[src/rtl/lmc_pkg.sv]
// ----------------------------------------------------------------------------
// lmc_pkg
// Shared types and constants for the LED matrix chain frame controller.
// ----------------------------------------------------------------------------
package lmc_pkg;

    localparam logic [2:0] OP_INIT    = 3'd0;
    localparam logic [2:0] OP_CLEAR   = 3'd1;
    localparam logic [2:0] OP_DRAW    = 3'd2;
    localparam logic [2:0] OP_ROW     = 3'd3;
    localparam logic [2:0] OP_REFRESH = 3'd4;
    localparam logic [2:0] OP_BRIGHT  = 3'd5;

    localparam logic [7:0] ADDR_DECODE    = 8'h09;
    localparam logic [7:0] ADDR_INTENSITY = 8'h0A;
    localparam logic [7:0] ADDR_SCANLIM   = 8'h0B;
    localparam logic [7:0] ADDR_SHUTDOWN  = 8'h0C;
    localparam logic [7:0] ADDR_DISPTEST  = 8'h0F;

    localparam logic [2:0] GRP_SHUTDOWN = 3'd0;
    localparam logic [2:0] GRP_DECODE   = 3'd1;
    localparam logic [2:0] GRP_SCANLIM  = 3'd2;
    localparam logic [2:0] GRP_INTENS   = 3'd3;
    localparam logic [2:0] GRP_DISPTEST = 3'd4;
    localparam logic [2:0] GRP_BRIGHT   = 3'd5;

    localparam logic [3:0] BRIGHT_MAX = 4'd15;
    localparam logic [2:0] ROW_LAST   = 3'd7;

    typedef enum logic [3:0] {
        S_IDLE    = 4'b0001,
        S_SETUP   = 4'b0010,
        S_PIXWR   = 4'b0100,
        S_REFRESH = 4'b1000
    } t_state;

    typedef struct packed {
        logic       valid;
        logic       use_const;
        logic [7:0] addr;
        logic [7:0] data;
        logic       latch;
        logic       last;
    } t_word_a;

    function automatic logic [7:0] setup_addr(input logic [2:0] grp);
        logic [7:0] a;
        unique case (grp)
            GRP_SHUTDOWN: a = ADDR_SHUTDOWN;
            GRP_DECODE:   a = ADDR_DECODE;
            GRP_SCANLIM:  a = ADDR_SCANLIM;
            GRP_DISPTEST: a = ADDR_DISPTEST;
            default:      a = ADDR_INTENSITY;
        endcase
        return a;
    endfunction

    function automatic logic [7:0] setup_data(input logic [2:0] grp);
        logic [7:0] d;
        unique case (grp)
            GRP_SHUTDOWN: d = 8'h01;
            GRP_SCANLIM:  d = 8'h07;
            GRP_INTENS:   d = 8'h01;
            default:      d = 8'h00;
        endcase
        return d;
    endfunction

endpackage

[src/rtl/lmc_frame_mem.sv]
// ----------------------------------------------------------------------------
// lmc_frame_mem
// Frame buffer memory with a registered read and per-entry valid
// bits; an entry that is not valid reads as zero.
// ----------------------------------------------------------------------------
module lmc_frame_mem #(
    parameter int DEPTH = 32,
    parameter int AW    = 5
) (
    input  logic          i_clk,
    input  logic          i_rst_n,
    input  logic          i_clear,
    input  logic          i_we,
    input  logic [AW-1:0] i_waddr,
    input  logic [7:0]    i_wdata,
    input  logic          i_re,
    input  logic [AW-1:0] i_raddr,
    output logic [7:0]    o_rdata
);

    logic [7:0]       r_mem [DEPTH];
    logic [DEPTH-1:0] r_valid;
    logic [7:0]       r_rdata;

    always_ff @(posedge i_clk) begin
        if (!i_rst_n) begin
            r_valid <= '0;
        end else if (i_we) begin
            r_valid[i_waddr] <= 1'b1;
        end else if (i_clear) begin
            r_valid <= '0;
        end
    end

    always_ff @(posedge i_clk) begin
        if (i_we) begin
            r_mem[i_waddr] <= i_wdata;
        end
    end

    always_ff @(posedge i_clk) begin
        if (i_re) begin
            r_rdata <= r_valid[i_raddr] ? r_mem[i_raddr] : 8'h00;
        end
    end

    assign o_rdata = r_rdata;

endmodule

[src/rtl/lmc_ctrl.sv]
// ----------------------------------------------------------------------------
// lmc_ctrl
// Operation sequencer: decodes commands, runs the read-modify-write of a
// pixel, and walks the setup groups and the refresh scan.
// ----------------------------------------------------------------------------
module lmc_ctrl #(
    parameter int MODULES = 4,
    parameter int AW      = 5,
    parameter int MW      = 2
) (
    input  logic            i_clk,
    input  logic            i_rst_n,
    input  logic            i_start,
    output logic            o_busy,
    input  logic [2:0]      i_operation,
    input  logic [5:0]      i_pixel_x,
    input  logic [3:0]      i_pixel_y,
    input  logic            i_pixel_on,
    input  logic [1:0]      i_module_index,
    input  logic [2:0]      i_row_index,
    input  logic [7:0]      i_row_byte,
    input  logic [7:0]      i_brightness,
    output logic            o_clear,
    output logic            o_we,
    output logic [AW-1:0]   o_waddr,
    output logic [7:0]      o_wdata,
    output logic            o_re,
    output logic [AW-1:0]   o_raddr,
    input  logic [7:0]      i_rdata,
    output lmc_pkg::t_word_a o_word
);

    lmc_pkg::t_state  r_state, n_state;
    logic [2:0]       r_grp, n_grp;
    logic [2:0]       r_grp_end, n_grp_end;
    logic             r_then_ref, n_then_ref;
    logic [3:0]       r_bright, n_bright;
    logic [MW-1:0]    r_mod, n_mod;
    logic [2:0]       r_row, n_row;
    logic [7:0]       r_mask, n_mask;
    logic             r_on, n_on;
    logic [AW-1:0]    r_widx, n_widx;
    lmc_pkg::t_word_a r_word, n_word;

    logic             w_accept;
    logic             w_mod_last;
    logic             w_pix_ok;
    logic             w_row_ok;
    logic [5:0]       w_pix_full;
    logic [4:0]       w_row_full;
    logic [MW+2:0]    w_scan_full;

    assign w_accept    = i_start && (r_state == lmc_pkg::S_IDLE);
    assign w_mod_last  = (r_mod == MW'(MODULES - 1));
    assign w_pix_ok    = (i_pixel_x[5:3] < 3'(MODULES)) && !i_pixel_y[3];
    assign w_row_ok    = ({1'b0, i_module_index} < 3'(MODULES));
    assign w_pix_full  = {i_pixel_x[5:3], i_pixel_y[2:0]};
    assign w_row_full  = {i_module_index, i_row_index};
    assign w_scan_full = {r_mod, r_row};

    always_comb begin
        n_state    = r_state;
        n_grp      = r_grp;
        n_grp_end  = r_grp_end;
        n_then_ref = r_then_ref;
        n_bright   = r_bright;
        n_mod      = r_mod;
        n_row      = r_row;
        n_mask     = r_mask;
        n_on       = r_on;
        n_widx     = r_widx;
        n_word     = '0;
        o_clear    = 1'b0;
        o_we       = 1'b0;
        o_waddr    = w_row_full[AW-1:0];
        o_wdata    = i_row_byte;
        o_re       = 1'b0;
        o_raddr    = w_scan_full[AW-1:0];

        unique case (r_state)
            lmc_pkg::S_IDLE: begin
                if (w_accept) begin
                    n_mod = '0;
                    n_row = '0;
                    case (i_operation)
                        lmc_pkg::OP_INIT: begin
                            o_clear    = 1'b1;
                            n_grp      = lmc_pkg::GRP_SHUTDOWN;
                            n_grp_end  = lmc_pkg::GRP_DISPTEST;
                            n_then_ref = 1'b1;
                            n_state    = lmc_pkg::S_SETUP;
                        end
                        lmc_pkg::OP_CLEAR: begin
                            o_clear = 1'b1;
                            n_state = lmc_pkg::S_REFRESH;
                        end
                        lmc_pkg::OP_DRAW: begin
                            if (w_pix_ok) begin
                                o_re    = 1'b1;
                                o_raddr = w_pix_full[AW-1:0];
                                n_widx  = w_pix_full[AW-1:0];
                                n_mask  = 8'h80 >> i_pixel_x[2:0];
                                n_on    = i_pixel_on;
                                n_state = lmc_pkg::S_PIXWR;
                            end
                        end
                        lmc_pkg::OP_ROW: begin
                            o_we = w_row_ok;
                        end
                        lmc_pkg::OP_REFRESH: begin
                            n_state = lmc_pkg::S_REFRESH;
                        end
                        lmc_pkg::OP_BRIGHT: begin
                            n_grp      = lmc_pkg::GRP_BRIGHT;
                            n_grp_end  = lmc_pkg::GRP_BRIGHT;
                            n_then_ref = 1'b0;
                            n_bright   = (i_brightness > 8'(lmc_pkg::BRIGHT_MAX))
                                         ? lmc_pkg::BRIGHT_MAX : i_brightness[3:0];
                            n_state    = lmc_pkg::S_SETUP;
                        end
                        default: begin
                        end
                    endcase
                end
            end
            lmc_pkg::S_SETUP: begin
                n_word.valid     = 1'b1;
                n_word.use_const = 1'b1;
                n_word.addr      = lmc_pkg::setup_addr(r_grp);
                n_word.data      = (r_grp == lmc_pkg::GRP_BRIGHT)
                                   ? {4'h0, r_bright} : lmc_pkg::setup_data(r_grp);
                n_word.latch     = w_mod_last;
                n_word.last      = w_mod_last && (r_grp == r_grp_end) && !r_then_ref;
                if (w_mod_last) begin
                    n_mod = '0;
                    if (r_grp == r_grp_end) begin
                        n_row   = '0;
                        n_state = r_then_ref ? lmc_pkg::S_REFRESH : lmc_pkg::S_IDLE;
                    end else begin
                        n_grp = r_grp + 3'd1;
                    end
                end else begin
                    n_mod = r_mod + MW'(1);
                end
            end
            lmc_pkg::S_PIXWR: begin
                o_we    = 1'b1;
                o_waddr = r_widx;
                o_wdata = r_on ? (i_rdata | r_mask) : (i_rdata & ~r_mask);
                n_state = lmc_pkg::S_IDLE;
            end
            lmc_pkg::S_REFRESH: begin
                o_re             = 1'b1;
                n_word.valid     = 1'b1;
                n_word.use_const = 1'b0;
                n_word.addr      = {5'd0, r_row} + 8'd1;
                n_word.latch     = w_mod_last;
                n_word.last      = w_mod_last && (r_row == lmc_pkg::ROW_LAST);
                if (w_mod_last) begin
                    n_mod = '0;
                    if (r_row == lmc_pkg::ROW_LAST) begin
                        n_state = lmc_pkg::S_IDLE;
                    end else begin
                        n_row = r_row + 3'd1;
                    end
                end else begin
                    n_mod = r_mod + MW'(1);
                end
            end
            default: begin
                n_state = lmc_pkg::S_IDLE;
            end
        endcase
    end

    always_ff @(posedge i_clk) begin
        if (!i_rst_n) begin
            r_state      <= lmc_pkg::S_IDLE;
            r_word.valid <= 1'b0;
        end else begin
            r_state <= n_state;
            r_word  <= n_word;
        end
    end

    always_ff @(posedge i_clk) begin
        r_grp      <= n_grp;
        r_grp_end  <= n_grp_end;
        r_then_ref <= n_then_ref;
        r_bright   <= n_bright;
        r_mod      <= n_mod;
        r_row      <= n_row;
        r_mask     <= n_mask;
        r_on       <= n_on;
        r_widx     <= n_widx;
    end

    assign o_busy = (r_state != lmc_pkg::S_IDLE);
    assign o_word = r_word;

endmodule

[src/rtl/led_matrix_chain_frame_controller.sv]
// ----------------------------------------------------------------------------
// led_matrix_chain_frame_controller
// Frame buffer for a chain of 8x8 LED modules that turns commands into
// 16-bit driver command words.
// ----------------------------------------------------------------------------
// Channel   Direction  Handshake            Payload
// command   in         start && !busy      operation, pixel, row and level fields
// result    out        o_strobe, no stall   command_word, latch_after, last_word
//
// Draw pixel holds busy through its write-back state (read, then write back); row write
// does not raise busy. Refresh issues one frame buffer read per cycle, giving
// 8*MODULES words; init adds 5*MODULES setup words first. Words pass through
// the sequencer word register and the output register and stream one per
// cycle within a command. Reset clears the sequencer and the valid bits of the
// frame buffer. The receiver cannot stall the result stream.
// ----------------------------------------------------------------------------
module led_matrix_chain_frame_controller #(
    parameter int MODULES = 4
) (
    input  logic        i_clk,
    input  logic        i_rst_n,
    input  logic        start,
    output logic        busy,
    input  logic [2:0]  i_operation,
    input  logic [5:0]  i_pixel_x,
    input  logic [3:0]  i_pixel_y,
    input  logic        i_pixel_on,
    input  logic [1:0]  i_module_index,
    input  logic [2:0]  i_row_index,
    input  logic [7:0]  i_row_byte,
    input  logic [7:0]  i_brightness,
    output logic        o_strobe,
    output logic [15:0] o_command_word,
    output logic        o_latch_after,
    output logic        o_last_word
);

    localparam int DEPTH = MODULES * 8;
    localparam int AW    = $clog2(DEPTH);
    localparam int MW    = (MODULES > 1) ? $clog2(MODULES) : 1;

    logic             w_clear;
    logic             w_we;
    logic [AW-1:0]    w_waddr;
    logic [7:0]       w_wdata;
    logic             w_re;
    logic [AW-1:0]    w_raddr;
    logic [7:0]       w_rdata;
    lmc_pkg::t_word_a w_word;

    logic             r_strobe;
    logic [15:0]      r_command_word;
    logic             r_latch_after;
    logic             r_last_word;

    lmc_ctrl #(
        .MODULES (MODULES),
        .AW      (AW),
        .MW      (MW)
    ) u_ctrl (
        .i_clk          (i_clk),
        .i_rst_n        (i_rst_n),
        .i_start        (start),
        .o_busy         (busy),
        .i_operation    (i_operation),
        .i_pixel_x      (i_pixel_x),
        .i_pixel_y      (i_pixel_y),
        .i_pixel_on     (i_pixel_on),
        .i_module_index (i_module_index),
        .i_row_index    (i_row_index),
        .i_row_byte     (i_row_byte),
        .i_brightness   (i_brightness),
        .o_clear        (w_clear),
        .o_we           (w_we),
        .o_waddr        (w_waddr),
        .o_wdata        (w_wdata),
        .o_re           (w_re),
        .o_raddr        (w_raddr),
        .i_rdata        (w_rdata),
        .o_word         (w_word)
    );

    lmc_frame_mem #(
        .DEPTH (DEPTH),
        .AW    (AW)
    ) u_mem (
        .i_clk   (i_clk),
        .i_rst_n (i_rst_n),
        .i_clear (w_clear),
        .i_we    (w_we),
        .i_waddr (w_waddr),
        .i_wdata (w_wdata),
        .i_re    (w_re),
        .i_raddr (w_raddr),
        .o_rdata (w_rdata)
    );

    always_ff @(posedge i_clk) begin
        if (!i_rst_n) begin
            r_strobe <= 1'b0;
        end else begin
            r_strobe <= w_word.valid;
        end
    end

    always_ff @(posedge i_clk) begin
        r_command_word <= {w_word.addr, w_word.use_const ? w_word.data : w_rdata};
        r_latch_after  <= w_word.latch;
        r_last_word    <= w_word.last;
    end

    assign o_strobe       = r_strobe;
    assign o_command_word = r_command_word;
    assign o_latch_after  = r_latch_after;
    assign o_last_word    = r_last_word;

endmodule

[config.mk]
export PLATFORM = sky130hd
export DESIGN_NAME = led_matrix_chain_frame_controller
export DESIGN_NICKNAME = d
export VERILOG_FILES = /design/src/rtl/lmc_pkg.sv /design/src/rtl/lmc_frame_mem.sv /design/src/rtl/lmc_ctrl.sv /design/src/rtl/led_matrix_chain_frame_controller.sv
export SDC_FILE = /design/constraint.sdc
export NUM_CORES = 1
export LEC_CHECK = 0
export BUFFER_PORTS_ARGS = -buffer_cell sky130_fd_sc_hd__buf_2
export CAP_MARGIN = 20
export CORE_UTILIZATION = 60
export CTS_BUF_LIST = sky130_fd_sc_hd__clkbuf_2
export DETAILED_ROUTE_END_ITERATION = 8
export HOLD_SLACK_MARGIN = 0.03
export PLACE_DENSITY = 0.75
export REMOVE_ABC_BUFFERS = 1
export SKIP_LAST_GASP = 1
export SYNTH_ARGS = -nofsm -noshare
export SYNTH_HDL_FRONTEND = slang
export SYNTH_HIERARCHICAL = 1
export SYNTH_SLANG_ARGS = --single-unit
[constraint.sdc]
create_clock -name i_clk -period 4.32 [get_ports i_clk]
set_input_delay 0.864 -clock i_clk [delete_from_list [all_inputs] [get_ports i_clk]]
set_output_delay 0.864 -clock i_clk [all_outputs]
set_load 0.005 [all_outputs]
==> impl_metrics.toml <==
[synth]
seq_area_frac_synth_pct = 69.69
synth-edff-count = 303
synth_cell_types = 60
postSynthRegisterBits = 359
synthCells = 887
yosys_warnings = 6
avgSynthCellArea_um2 = 16.53
syn_area_um2 = 14670
synthFlopType = "edfxtp_1"
async_flop_share_pct = 0

[power_and_ir_drop]
p_per_area_nw_per_um2 = 479.5
peakVddDrop_mv = 0.2951
finalPower_uw = 7803
p_sw_uw = 2320
internal-power_uw = 5483
combPwrFrac_pct = 20.8
pwr-share-clk_pct = 28.7
p_leak_uw = 0.005852
sw_frac_of_total_pct = 29.73
pwr-share-seq_pct = 50.5

[sta]
rsz0062_at_grt = "false"
skew_ns = 0.08089
hold_viol_final = 0
fin_hold_ws_ns = 0.1631
tns_ns = 0
min_period_over_period_pct = 82.10
tightest_slew_ns = 1.046
max_freq_ghz = 0.2820
relSlewSlack_pct = 29.99
min_period_ns = 3.547
setup_viol = 0
drv_slew = 0

[route]
wire_per_inst_um = 22.41
dr_wl_met3_mm = 2.890
route.detailed.drc = 0
drt_iter0_markers = 682
top_layer = "met4"
drt-met1-wl_mm = 13.09
drt-vias-per-instance = 6.006
via_count = 8523
ant_nets = 0
wl_met2_mm = 14.99
dr.pass1.iters = 5
routed_wl_mm = 31.79

[clock_network]
cts.repair.resized = 0
cts_made_buffers = 87
clockBufferDepth = 3
postCtsSetupRepairBufs = 0
numClockSinks = 359
insertion_delay_ns = 0.92
hold_buffers = 0
path_clk_slew_ns = 0.10
clockRootBuffer = "clkbuf_2"
cts_tree = "done"
htreeDepth = 3

[place]
gp_congestion = 0.8510
io_buffers = 57
dp_cells = 1258
dp_hpwl_mm = 20.34
place_area_um2 = 15420

[die]
coreArea_um2 = 23750
die_area_um2 = 25070
initial_core_util_pct = 61.74
die_w_um = 158.3
fp-row-count = 56
ios = 58
dieHeight_um = 158.3

[setup_path]
rrSetupSlack_ns = 0.77
crit_path_end_kind = "flip-flop"
required_ns = 4.97
cp_max_fo = 25
startpoint_type = "flip-flop"
arrival_ns = 4.19
path_class = "flip-flop to flip-flop"

[finish]
drive_above_1_share_pct = 28.51
fin_area_um2 = 16270
nNetsFinal = 1075
finalNonFillerCells = 1419
synthToLayoutAreaGrowth_pct = 10.95

[flow_run]
maxCapViolations = 0

[global_routing]
grt_pass1_vias = 8525
grt_usage_pct = 26.64
grt_pass1_wl_mm = 47.98
antenna_found_initial = 1
grt_overflow = 0
grt_max_degree = 49

[outcome]
status = "finished clean"

[min_path]
hold_class = "input port to flip-flop"
logic make-up (layout without fill, tap and decap cells):
logic type,Yosys count,count (layout),synth area share (%)
flip-flops,359,359,69.69
AND/OR/NAND/NOR,172,172,6.535
AO/OA/AOI/OAI,141,141,7.030
adder cells (fa/ha/maj),8,8,0.6826
XOR/XNOR,3,3,0.1792
multiplexers,137,137,12.93
other,1,10,0.02557
buffers and inverters,66,270,2.926
critical path, cell delays in order (launching register included):
cell	delay, ns
dfxtp_1	0.52
nor4b_4	0.42
nand3_1	0.40
mux2_8	0.55
buf_12	0.25
mux4_2	0.53
o21a_1	0.18
o32a_1	0.20
o211a_1	0.21
sequential cells by signal (all words and copies together), names as in the netlist:
| register | cells |
|---|---|
| u_ctrl/r_bright | 4 |
| u_ctrl/r_on | 1 |
| u_ctrl/r_grp_end | 1 |
| u_ctrl/o_word | 12 |
| o_strobe | 1 |
| u_ctrl/r_row | 3 |
| u_ctrl/r_then_ref | 1 |
| u_ctrl/r_widx | 5 |
| u_mem/r_mem | 256 |
| o_last_word | 1 |
| o_latch_after | 1 |
| o_command_word | 16 |
| u_mem/r_valid | 32 |
| u_ctrl/r_state | 4 |
| u_ctrl/r_grp | 3 |
| u_mem/o_rdata | 8 |
| u_ctrl/r_mask | 8 |
| u_ctrl/r_mod | 2 |
cell type report:
| class | instances | area, µm² |
|---|---|---|
| sequential | 359 | 10220 |
| fill | 1619 | 7481 |
| multi-input combinational | 469 | 4096 |
| timing repair buffer | 100 | 678.2 |
| clock buffer | 129 | 645.6 |
| tap | 319 | 399.1 |
| clock inverter | 29 | 182.7 |
| inverter | 12 | 45.04 |
| antenna | 2 | 5.005 |
path summary, 6_finish.rpt:
| path | startpoint | to | cells after the start |
|---|---|---|---|
| max | u_ctrl/r_state[0] | u_mem/o_rdata[6] | 8 |
| min | i_pixel_on | u_ctrl/r_on | 1 |
| max reg2reg | u_ctrl/r_state[0] | u_mem/o_rdata[6] | 8 |
| min reg2reg | u_ctrl/o_word[11] | o_command_word[9] | 0 |
power groups by stage:
stage	registers [µW]	logic, µW	clock network (µW)
after floorplan	4000	1060	0
after global placement	4020	1590	0
after detailed placement	4020	1610	0
after CTS	3940	1610	2290
after global routing	3950	1740	2440
final	3940	1620	2240
through the flow:
stage / setup slack (ns) / utilization [%]
6_report: 0.7735 / 68.51
5_1_grt: 0.4673 / 68.51
4_1_cts: 0.7577 / 68.42
3_5_place_dp: 0.3098 / 64.93
3_3_place_gp: 0.3331 / 64.93
2_1_floorplan: -1.082 / -
cell usage after synthesis (2+ instances only):
| library cell | instances | area share, % |
|---|---|---|
| buf_4 | 10 | 0.51 |
| mux2i_1 | 80 | 5.5 |
| nor2b_1 | 29 | 1.2 |
| edfxtp_1 | 303 | 62 |
| buf_6 | 8 | 0.61 |
| or3b_1 | 3 | 0.18 |
| o21ai_0 | 13 | 0.44 |
| nand3_1 | 17 | 0.58 |
| dfxtp_1 | 56 | 7.6 |
| a311oi_1 | 2 | 0.12 |
| and3_1 | 3 | 0.13 |
| nand2_1 | 12 | 0.31 |
| nor4_1 | 2 | 0.085 |
| nor3_1 | 5 | 0.17 |
| xnor2_1 | 3 | 0.18 |
| nand2b_1 | 6 | 0.26 |
| nand3b_1 | 7 | 0.36 |
| and3b_1 | 2 | 0.12 |
| a21o_1 | 2 | 0.10 |
| mux2_4 | 8 | 0.82 |
| a21oi_1 | 42 | 1.4 |
| buf_2 | 6 | 0.20 |
| mux4_1 | 2 | 0.36 |
| clkbuf_1 | 22 | 0.56 |
| inv_1 | 10 | 0.26 |
| nor2_1 | 56 | 1.4 |
| o211a_1 | 8 | 0.55 |
| o32a_1 | 8 | 0.55 |
| nor3b_1 | 6 | 0.31 |
| a221oi_1 | 33 | 2.0 |
| and2_1 | 12 | 0.51 |
| buf_1 | 3 | 0.077 |
| ha_1 | 8 | 0.68 |
| a22oi_1 | 8 | 0.41 |
| mux2_2 | 12 | 0.92 |
| mux4_2 | 35 | 5.4 |
| or3_1 | 4 | 0.17 |
| o32ai_1 | 2 | 0.12 |
| buf_12 | 4 | 0.55 |
| o21a_1 | 15 | 0.77 |
layout by cell type (no fill, tap or decap), types with 10 or more instances in the layout:
| master | n |
|---|---|
| nor2b_1 | 29 |
| nand3_1 | 17 |
| buf_2 | 57 |
| inv_1 | 10 |
| nand2_1 | 12 |
| and2_1 | 12 |
| nor2_1 | 56 |
| o21a_1 | 15 |
| dfxtp_1 | 56 |
| o21ai_0 | 13 |
| clkbuf_2 | 129 |
| a21oi_1 | 34 |
| edfxtp_1 | 303 |
| mux2_2 | 11 |
| a221oi_1 | 33 |
| mux2i_1 | 80 |
| buf_4 | 37 |
| clkinv_1 | 20 |
| mux4_2 | 35 |
per-layer routing:
metal	GRT usage (%)	vias to the layer above
li1	-	3833
met1	36.52	4227
met5	0	-
met4	10.94	0
met3	6.478	53
met2	41.17	410
No activity file was read; power rests on OpenSTA's default activity.
